$ cat src/hw/rtl/tar_pkg.sv
// Shared types, widths and constants for the tilt angle ring logger.
package tar_pkg;

  // Defaults for the top-level parameters
  localparam int RingDepthDef   = 64;
  localparam int CordicStepsDef = 16;

  // Field widths
  localparam int AxisW    = 16;
  localparam int TsW      = 32;
  localparam int AngleW   = 15;
  localparam int SlotOutW = 6;
  localparam int RecW     = TsW + AngleW;

  // Arithmetic widths
  localparam int SqW   = 32;          // x*x + y*y, at most 2^31
  localparam int RootW = 32;          // floor(sqrt(sq * 2^32)), Q16 magnitude
  localparam int CordW = 36;          // CORDIC X/Y, signed, with gain headroom
  localparam int TblW  = 22;          // atan step in Q16 degrees
  localparam int AccW  = 26;          // signed angle accumulator, Q16 degrees
  localparam int FracShift = 9;       // Q16 to Q7

  localparam logic signed [AccW-1:0] Deg90Q16  = 26'sd5898240;
  localparam logic signed [AccW-1:0] Deg180Q16 = 26'sd11796480;
  localparam logic [AccW-1:0]        RoundBias = 26'd256;

  // Write request into the ring store
  typedef struct packed {
    logic             en;
    logic [TsW-1:0]   ts;
    logic [AngleW-1:0] tilt;
  } ring_wr_t;

  // round(atan(2^-i) degrees * 2^16)
  function automatic logic [TblW-1:0] atan_step(input logic [4:0] idx);
    logic [TblW-1:0] val;
    unique case (idx)
      5'd0:    val = 22'd2949120;
      5'd1:    val = 22'd1740967;
      5'd2:    val = 22'd919879;
      5'd3:    val = 22'd466945;
      5'd4:    val = 22'd234379;
      5'd5:    val = 22'd117304;
      5'd6:    val = 22'd58666;
      5'd7:    val = 22'd29335;
      5'd8:    val = 22'd14668;
      5'd9:    val = 22'd7334;
      5'd10:   val = 22'd3667;
      5'd11:   val = 22'd1833;
      5'd12:   val = 22'd917;
      5'd13:   val = 22'd458;
      5'd14:   val = 22'd229;
      5'd15:   val = 22'd115;
      5'd16:   val = 22'd57;
      5'd17:   val = 22'd29;
      5'd18:   val = 22'd14;
      5'd19:   val = 22'd7;
      5'd20:   val = 22'd4;
      5'd21:   val = 22'd2;
      5'd22:   val = 22'd1;
      default: val = 22'd0;
    endcase
    return val;
  endfunction

endpackage

$ cat src/hw/rtl/tar_sqrt.sv
// Digit-by-digit integer square root of (rad * 2^32), one result bit per cycle.
module tar_sqrt (
  input  logic                        clk_i,
  input  logic                        rst_ni,
  input  logic                        start_i,
  input  logic [tar_pkg::SqW-1:0]     rad_i,
  output logic                        done_o,
  output logic [tar_pkg::RootW-1:0]   root_o
);

  localparam int RootW = tar_pkg::RootW;
  localparam int RemW  = RootW + 2;
  localparam int CntW  = $clog2(RootW);

  logic                 busy_q, done_q;
  logic [CntW-1:0]      cnt_q;
  logic [tar_pkg::SqW-1:0] rad_q, rad_d;
  logic [RemW-1:0]      rem_q, rem_d;
  logic [RootW-1:0]     res_q, res_d;
  logic [RemW+1:0]      rem_sh;
  logic [RemW+1:0]      trial;

  // One restoring step: bring down two radicand bits, try (res<<2)|1
  always_comb begin
    rem_sh = {rem_q, rad_q[tar_pkg::SqW-1 -: 2]};
    trial  = {2'b00, res_q, 2'b01};
    rad_d  = {rad_q[tar_pkg::SqW-3:0], 2'b00};
    if (rem_sh >= trial) begin
      rem_d = RemW'(rem_sh - trial);
      res_d = {res_q[RootW-2:0], 1'b1};
    end else begin
      rem_d = rem_sh[RemW-1:0];
      res_d = {res_q[RootW-2:0], 1'b0};
    end
  end

  // Control
  always_ff @(posedge clk_i or negedge rst_ni) begin
    if (!rst_ni) begin
      busy_q <= 1'b0;
      done_q <= 1'b0;
      cnt_q  <= '0;
    end else begin
      done_q <= 1'b0;
      if (start_i) begin
        busy_q <= 1'b1;
        cnt_q  <= '0;
      end else if (busy_q) begin
        cnt_q <= cnt_q + CntW'(1);
        if (cnt_q == CntW'(RootW - 1)) begin
          busy_q <= 1'b0;
          done_q <= 1'b1;
        end
      end
    end
  end

  // Datapath
  always_ff @(posedge clk_i) begin
    if (start_i) begin
      rad_q <= rad_i;
      rem_q <= '0;
      res_q <= '0;
    end else if (busy_q) begin
      rad_q <= rad_d;
      rem_q <= rem_d;
      res_q <= res_d;
    end
  end

  assign done_o = done_q;
  assign root_o = res_q;

endmodule

$ cat src/hw/rtl/tar_cordic.sv
// Vectoring CORDIC: angle of (Z, r) in Q16 degrees, one iteration per cycle.
module tar_cordic #(
  parameter int CORDIC_STEPS = tar_pkg::CordicStepsDef
) (
  input  logic                              clk_i,
  input  logic                              rst_ni,
  input  logic                              start_i,
  input  logic [tar_pkg::RootW-1:0]         mag_i,
  input  logic signed [tar_pkg::AxisW-1:0]  axis_z_i,
  output logic                              done_o,
  output logic signed [tar_pkg::AccW-1:0]   acc_o
);

  localparam int CordW = tar_pkg::CordW;
  localparam int AccW  = tar_pkg::AccW;
  localparam int IdxW  = $clog2(CORDIC_STEPS);

  logic                    busy_q, done_q;
  logic [IdxW-1:0]         idx_q;
  logic signed [CordW-1:0] cx_q, cy_q, cx_d, cy_d;
  logic signed [AccW-1:0]  acc_q, acc_d;
  logic signed [CordW-1:0] dx, dy;
  logic signed [AccW-1:0]  step_ang;
  logic signed [CordW-1:0] z_ext, mag_ext;

  // Start vector; negative z is pre-rotated by 90 degrees
  assign z_ext   = {{(CordW - tar_pkg::AxisW - 16){axis_z_i[tar_pkg::AxisW-1]}},
                    axis_z_i, 16'h0000};
  assign mag_ext = {{(CordW - tar_pkg::RootW){1'b0}}, mag_i};

  // One micro-rotation driven by the sign of Y
  always_comb begin
    dx       = cy_q >>> idx_q;
    dy       = cx_q >>> idx_q;
    step_ang = {{(AccW - tar_pkg::TblW){1'b0}}, tar_pkg::atan_step(5'(idx_q))};
    if (!cy_q[CordW-1]) begin
      cx_d  = cx_q + dx;
      cy_d  = cy_q - dy;
      acc_d = acc_q + step_ang;
    end else begin
      cx_d  = cx_q - dx;
      cy_d  = cy_q + dy;
      acc_d = acc_q - step_ang;
    end
  end

  // Control
  always_ff @(posedge clk_i or negedge rst_ni) begin
    if (!rst_ni) begin
      busy_q <= 1'b0;
      done_q <= 1'b0;
      idx_q  <= '0;
    end else begin
      done_q <= 1'b0;
      if (start_i) begin
        busy_q <= 1'b1;
        idx_q  <= '0;
      end else if (busy_q) begin
        idx_q <= idx_q + IdxW'(1);
        if (idx_q == IdxW'(CORDIC_STEPS - 1)) begin
          busy_q <= 1'b0;
          done_q <= 1'b1;
        end
      end
    end
  end

  // Datapath
  always_ff @(posedge clk_i) begin
    if (start_i) begin
      if (!axis_z_i[tar_pkg::AxisW-1]) begin
        cx_q  <= z_ext;
        cy_q  <= mag_ext;
        acc_q <= '0;
      end else begin
        cx_q  <= mag_ext;
        cy_q  <= -z_ext;
        acc_q <= tar_pkg::Deg90Q16;
      end
    end else if (busy_q) begin
      cx_q  <= cx_d;
      cy_q  <= cy_d;
      acc_q <= acc_d;
    end
  end

  assign done_o = done_q;
  assign acc_o  = acc_q;

endmodule

$ cat src/hw/rtl/tar_ring.sv
// Ring store of timestamp and angle records with its write slot pointer.
module tar_ring #(
  parameter int RING_DEPTH = tar_pkg::RingDepthDef
) (
  input  logic                        clk_i,
  input  logic                        rst_ni,
  input  tar_pkg::ring_wr_t           wr_i,
  output logic [$clog2(RING_DEPTH)-1:0] slot_o
);

  localparam int SlotW = $clog2(RING_DEPTH);

  logic [tar_pkg::RecW-1:0] mem_q [RING_DEPTH];
  logic [SlotW-1:0]         slot_q;

  // Record write: timestamp above, angle below
  always_ff @(posedge clk_i) begin
    if (wr_i.en) begin
      mem_q[slot_q] <= {wr_i.ts, wr_i.tilt};
    end
  end

  // Slot pointer wraps at the depth
  always_ff @(posedge clk_i or negedge rst_ni) begin
    if (!rst_ni) begin
      slot_q <= '0;
    end else if (wr_i.en) begin
      if (slot_q == SlotW'(RING_DEPTH - 1)) begin
        slot_q <= '0;
      end else begin
        slot_q <= slot_q + SlotW'(1);
      end
    end
  end

  assign slot_o = slot_q;

endmodule

$ cat src/hw/rtl/tilt_angle_ring_logger_core.sv
// Channel  Dir  Handshake             Payload
// in       in   in_valid_i/in_stall_o  accel_x_i, accel_y_i, accel_z_i, sample_time_i
// out      out  out_valid_o/out_stall_i tilt_degrees_o, slot_written_o
//
// One sample at a time: the input stays stalled from the input beat until the
// result is registered, and the next beat can be taken once it is; an all-zero
// sample skips the CORDIC. The time taken is set by the bit-serial square root
// and the CORDIC iterations (one per cycle), plus the squaring steps.
// Reset clears the control, the output valid and the write slot; the ring
// store itself holds no reset value. A stalled output only holds the block
// if a second result is ready before the first beat has been taken.
module tilt_angle_ring_logger_core #(
  parameter int RING_DEPTH   = tar_pkg::RingDepthDef,
  parameter int CORDIC_STEPS = tar_pkg::CordicStepsDef
) (
  input  logic                               clk_i,
  input  logic                               rst_ni,
  input  logic                               in_valid_i,
  output logic                               in_stall_o,
  input  logic signed [tar_pkg::AxisW-1:0]   accel_x_i,
  input  logic signed [tar_pkg::AxisW-1:0]   accel_y_i,
  input  logic signed [tar_pkg::AxisW-1:0]   accel_z_i,
  input  logic [tar_pkg::TsW-1:0]            sample_time_i,
  output logic                               out_valid_o,
  input  logic                               out_stall_i,
  output logic [tar_pkg::AngleW-1:0]         tilt_degrees_o,
  output logic [tar_pkg::SlotOutW-1:0]       slot_written_o
);

  localparam int SlotW    = $clog2(RING_DEPTH);
  localparam int SlotExtW = (SlotW > tar_pkg::SlotOutW) ? SlotW : tar_pkg::SlotOutW;
  localparam int AccW     = tar_pkg::AccW;

  typedef enum logic [2:0] {
    StIdle,
    StSqX,
    StSqY,
    StRoot,
    StRot,
    StFin
  } state_e;

  state_e state_q, state_d;

  logic signed [tar_pkg::AxisW-1:0] x_q, y_q, z_q;
  logic [tar_pkg::TsW-1:0]          ts_q;
  logic                             zero_q;
  logic [tar_pkg::SqW-1:0]          sq_q, sq_sum;
  logic signed [tar_pkg::AxisW-1:0] mul_a;
  logic signed [2*tar_pkg::AxisW-1:0] prod;

  logic                             in_acc;
  logic                             root_start, root_done;
  logic [tar_pkg::RootW-1:0]        root;
  logic                             rot_start, rot_done;
  logic signed [AccW-1:0]           rot_acc;

  logic signed [AccW-1:0]           acc_clip;
  logic [AccW-1:0]                  turn, round_sum;
  logic [tar_pkg::AngleW-1:0]       tilt_d;
  logic                             put_ok;

  tar_pkg::ring_wr_t                ring_wr;
  logic [SlotW-1:0]                 slot;
  logic [SlotExtW-1:0]              slot_ext;

  logic                             out_valid_q;
  logic [tar_pkg::AngleW-1:0]       tilt_q;
  logic [tar_pkg::SlotOutW-1:0]     slot_out_q;

  assign in_stall_o = (state_q != StIdle);
  assign in_acc     = in_valid_i && !in_stall_o;

  // Shared squarer: x*x first, then accumulate y*y
  assign mul_a  = (state_q == StSqX) ? x_q : y_q;
  assign prod   = mul_a * mul_a;
  assign sq_sum = sq_q + unsigned'(prod);

  // Sample capture
  always_ff @(posedge clk_i) begin
    if (in_acc) begin
      x_q    <= accel_x_i;
      y_q    <= accel_y_i;
      z_q    <= accel_z_i;
      ts_q   <= sample_time_i;
      zero_q <= (accel_x_i == '0) && (accel_y_i == '0) && (accel_z_i == '0);
    end
    if (state_q == StSqX) begin
      sq_q <= unsigned'(prod);
    end
  end

  assign root_start = (state_q == StSqY);
  assign rot_start  = (state_q == StRoot) && root_done && !zero_q;

  tar_sqrt u_sqrt (
    .clk_i   (clk_i),
    .rst_ni  (rst_ni),
    .start_i (root_start),
    .rad_i   (sq_sum),
    .done_o  (root_done),
    .root_o  (root)
  );

  tar_cordic #(
    .CORDIC_STEPS (CORDIC_STEPS)
  ) u_cordic (
    .clk_i    (clk_i),
    .rst_ni   (rst_ni),
    .start_i  (rot_start),
    .mag_i    (root),
    .axis_z_i (z_q),
    .done_o   (rot_done),
    .acc_o    (rot_acc)
  );

  // Clamp to [0, 180] deg, flip, round half up to Q7; all-zero sample reads 180 deg
  always_comb begin
    if (zero_q || rot_acc[AccW-1]) begin
      acc_clip = '0;
    end else if (rot_acc > tar_pkg::Deg180Q16) begin
      acc_clip = tar_pkg::Deg180Q16;
    end else begin
      acc_clip = rot_acc;
    end
    turn      = unsigned'(tar_pkg::Deg180Q16 - acc_clip);
    round_sum = turn + tar_pkg::RoundBias;
    tilt_d    = round_sum[tar_pkg::FracShift +: tar_pkg::AngleW];
  end

  assign put_ok = (state_q == StFin) && (!out_valid_q || !out_stall_i);

  // Record into the ring as the result goes to the output register
  assign ring_wr.en   = put_ok;
  assign ring_wr.ts   = ts_q;
  assign ring_wr.tilt = tilt_d;

  tar_ring #(
    .RING_DEPTH (RING_DEPTH)
  ) u_ring (
    .clk_i  (clk_i),
    .rst_ni (rst_ni),
    .wr_i   (ring_wr),
    .slot_o (slot)
  );

  assign slot_ext = SlotExtW'(slot);

  // Sequencer
  always_comb begin
    state_d = state_q;
    unique case (state_q)
      StIdle:  if (in_acc) state_d = StSqX;
      StSqX:   state_d = StSqY;
      StSqY:   state_d = StRoot;
      StRoot:  if (root_done) state_d = zero_q ? StFin : StRot;
      StRot:   if (rot_done) state_d = StFin;
      StFin:   if (put_ok) state_d = StIdle;
      default: state_d = StIdle;
    endcase
  end

  // State and output register
  always_ff @(posedge clk_i or negedge rst_ni) begin
    if (!rst_ni) begin
      state_q     <= StIdle;
      out_valid_q <= 1'b0;
    end else begin
      state_q <= state_d;
      if (put_ok) begin
        out_valid_q <= 1'b1;
        tilt_q      <= tilt_d;
        slot_out_q  <= slot_ext[tar_pkg::SlotOutW-1:0];
      end else if (out_valid_q && !out_stall_i) begin
        out_valid_q <= 1'b0;
      end
    end
  end

  assign out_valid_o    = out_valid_q;
  assign tilt_degrees_o = tilt_q;
  assign slot_written_o = slot_out_q;

endmodule

$ cat config.mk
export PLATFORM = sky130hd
export DESIGN_NAME = tilt_angle_ring_logger_core
export DESIGN_NICKNAME = d
export VERILOG_FILES = /design/src/hw/rtl/tar_pkg.sv /design/src/hw/rtl/tar_sqrt.sv /design/src/hw/rtl/tar_cordic.sv /design/src/hw/rtl/tar_ring.sv /design/src/hw/rtl/tilt_angle_ring_logger_core.sv
export SDC_FILE = /design/constraint.sdc
export NUM_CORES = 2
export LEC_CHECK = 0
export ABC_AREA = 0
export BUFFER_PORTS_ARGS = -buffer_cell sky130_fd_sc_hd__buf_2
export CAP_MARGIN = 20
export CORE_ASPECT_RATIO = 0.5
export CORE_MARGIN = 5
export CORE_UTILIZATION = 60
export CTS_CLUSTER_DIAMETER = 40
export DETAILED_ROUTE_END_ITERATION = 16
export PLACE_DENSITY = 0.77
export REMOVE_ABC_BUFFERS = 1
export SETUP_SLACK_MARGIN = 0.1
export SLEW_MARGIN = 15
export SYNTH_ARGS = -nofsm -noshare
export SYNTH_HDL_FRONTEND = slang
export SYNTH_SLANG_ARGS = --single-unit
$ cat constraint.sdc
create_clock -name clk_i -period 14.7 [get_ports clk_i]
set_input_delay 2.94 -clock clk_i [delete_from_list [all_inputs] [get_ports clk_i]]
set_output_delay 2.94 -clock clk_i [all_outputs]
set_load 0.01 [all_outputs]
==> run summary <==
On the final layout, the worst clock skew is 0.0291 ns. The floorplan step defined a die boundary enclosing 64900 µm². Clock tree synthesis selected as its root buffer the cell clkbuf_16. Among all flip-flop cells after synthesis, the most frequent one is edfxtp_1.

After floorplanning, the core was sized to cover 59100 µm². In this run the worst path has a maximum fanout of 49. The clock sink count is 320. The first global-routing pass estimated 145 mm of wire.

The startpoint-to-endpoint class of the critical path is flip-flop to flip-flop. Adding up every negative setup slack in the final design gives 0 ns. The tools report the number of antenna violations at the first check in global routing as 0. Delay contributed by the slowest stage of the critical path: 0.80 ns. The type of origin of the critical path is a flip-flop. The worst path meets setup with 3.66 ns of slack. The fraction of registers with async set/reset came out at 0.0719.

The global-route usage over all layers is 0.272. The tools report the total of max-cap violations as 0. After synthesis, the mean cell area works out to 9.27 µm².

The number of distinct library cells after synthesis came out at 91. For the hold buffer count at CTS, the log shows 0. inv_1 is the most common cell in the netlist. The final wirelength is 89.7 mm, and the fraction of synthesized cell area taken by the top area cell type is 0.194. Sequential element share of the synthesized area: 0.247. TritonCTS built the clock tree. Cell type group with the largest total delay on the critical path: adder cells. The H-tree was split into 2 levels. The cell taking the most area after synthesis was edfxtp_1. Detailed placement ended at an HPWL of 68.6 mm. The tools report the total placed cells including tap cells as 4578. The number of setup buffers added after CTS is 0.

The time the worst path needs with I/O delays and setup works out to 11.04 ns. The relative max-transition margin came out at 0.290. Pin placement for this block handled 107 I/O pins. The final hold violation count is 0. The height of the die is 183 µm. The share of the core filled with cells is 0.643. Number of synthesized flops with an enable pin: 231. Global routing finished with a remaining overflow of 0.

The clock edge transition at the registers on the reported setup and hold paths is 0.07 ns. The area growth from synthesis to layout is 6.24%. Counting instances in the post-synthesis netlist gives the leading cell types as inv_1, nand2_1, nor2_1. The flow ran to the end, and the final reports show no timing, DRC or antenna violations. Port buffering added 74 buffers. The run gives 3.74 ns as the pre-CTS setup slack.

The transition at the pin with the smallest max-transition slack is 1.07 ns, and the largest net degree at the start of global routing is 100. The routed layout has 29100 vias. The row count was 63. Worst path buffer plus inverter count: 7. The net count reported at finish was 4422. The final setup violation count was 0. The data required time of the critical path came out at 15.01 ns. The tools report the type of destination of the critical path as a flip-flop. The floorplan step set the die width to 355 µm. After synthesis the cells add up to 35800 µm². Number of register bits inferred by synthesis: 320.

Synthesis handed over a netlist of 3860 instances. The post-detailed-route wirelength per cell works out to 19.3 µm. In this run, post-CTS repair resized a total of 0 instances. The routability congestion estimate was 0.945; the maximum achievable frequency was 90.6 MHz. Once layout is complete, the cells apart from fillers number 4652. Number of warnings issued by yosys: 0. The first routing iteration left 2502 violations. The logs give 28300 for the via count of the first global-routing pass and 0 for the number of remaining DRC errors.

The ratio of routed vias to standard cells came out at 6.25. STA puts the critical path data arrival time at 11.35 ns. The layout cell share with drive strength beyond 1 was 0.0914; the number of clock buffers inserted by TritonCTS was 39. For the buffer levels on the longest clock path, the log shows 3. By area the synthesized netlist is led by edfxtp_1, fa_1, ha_1. The count of nets left with antenna violations once routing finished came out at 0. The run gives 7 as the first-pass iteration count of the detailed router. The worst hold path belongs to the class flip-flop to flip-flop. Among all stages on the critical path, the largest delay is contributed by mux2i_1. Setup repair after global routing left no endpoint under its margin. The logs give 0 for the number of pins with negative max-slew slack in the final report and 0.605 for the initial standard-cell utilization of the core. The clock reaches the later pin of the worst-skew pair after 0.59 ns.

The final critical-path share of the clock period works out to 0.751.
path summary, 6_finish.rpt:
path                                endpoint  depth (start not counted)  slack, ns             from
max in group asynchronous  u_cordic.idx_q[1]                          1      11.88           rst_ni
setup reg to reg            u_sqrt.rad_q[31]                         32       3.66       state_q[0]
hold reg to reg              u_sqrt.rem_q[5]                          2       0.49  u_sqrt.rem_q[5]
setup / recovery            u_sqrt.rad_q[31]                         32       3.66       state_q[0]
min in group asynchronous   u_ring.slot_o[2]                          1       2.37           rst_ni
hold / removal               u_sqrt.rem_q[5]                          2       0.49  u_sqrt.rem_q[5]
flip-flops by register name, summed over array words and instances, names as in the netlist, 6 cells and up:
register        count
slot_written_o      6
sq_q               31
tilt_degrees_o     15
u_cordic.acc_o     26
u_cordic.cx_q      36
u_cordic.cy_q      36
u_ring.slot_o       6
u_sqrt.rad_q       32
u_sqrt.rem_q       34
u_sqrt.root_o      32
x_q                16
y_q                16
z_q                16
per-stage QoR:
step / hold slack, ns / area (µm²)
5_1_grt: 0.521 / 38000
6_report: 0.489 / 38000
2_1_floorplan: 0.453 / 35100
3_5_place_dp: 0.478 / 36700
4_1_cts: 0.489 / 38000
3_3_place_gp: 0.479 / 36700
worst min-delay path: stages, from the launching register on:
cell and delay (ns):
dfxtp_1 0.33, nand2_1 0.07, a21oi_1 0.05
layer usage:
layer | up-vias | routed length [µm] | global-route usage
li1 | 13600 | - | -
met3 | 209 | 6440 | 0.0419
met4 | 0 | 2750 | 0.0795
met1 | 14200 | 37900 | 0.366
met2 | 1047 | 42600 | 0.462
met5 | - | 0 | 0
layout make-up:
type | instances | area [µm²]
Multi-Input combinational cell | 2926 | 24600
Fill cell | 4847 | 21100
Sequential cell | 320 | 8850
Inverter | 449 | 1690
Clock buffer | 46 | 1070
Tap cell | 780 | 976
Timing Repair Buffer | 104 | 608
Clock inverter | 26 | 208
Antenna cell | 1 | 2.50
kinds of logic (layout without fill, tap and decap cells):
kind of cell | count (synthesis) | count (layout) | share of synthesized area
compound gates | 828 | 828 | 0.148
xor+xnor | 257 | 257 | 0.0633
fa+ha+maj | 498 | 498 | 0.224
buf+inv | 614 | 625 | 0.0659
flops | 320 | 320 | 0.247
mux | 234 | 234 | 0.102
other cells | 0 | 1 | 0
simple gates | 1109 | 1109 | 0.149
cells in the final DEF, fill, tap and decap left out, types with 34 or more instances in the layout:
cell type	Yosys	layout
edfxtp_1	231	231
mux2_2	43	43
nand2b_1	37	36
o21ai_0	201	201
o211ai_1	36	36
xor2_1	105	105
nor2_1	307	304
ha_1	258	258
a31oi_1	49	49
dfxtp_1	66	66
mux4_2	79	79
a21oi_1	213	213
nand2_1	355	355
fa_1	240	240
inv_1	445	443
clkbuf_16	0	42
buf_2	13	74
a21o_1	74	74
nor3_1	67	67
nand3_1	75	75
xnor2_1	151	151
mux2i_1	94	94
a211oi_1	34	34
and3_1	43	43
Power is not shown: default switching activity piles up to over one toggle a cycle in this logic, so the estimate is an artifact.
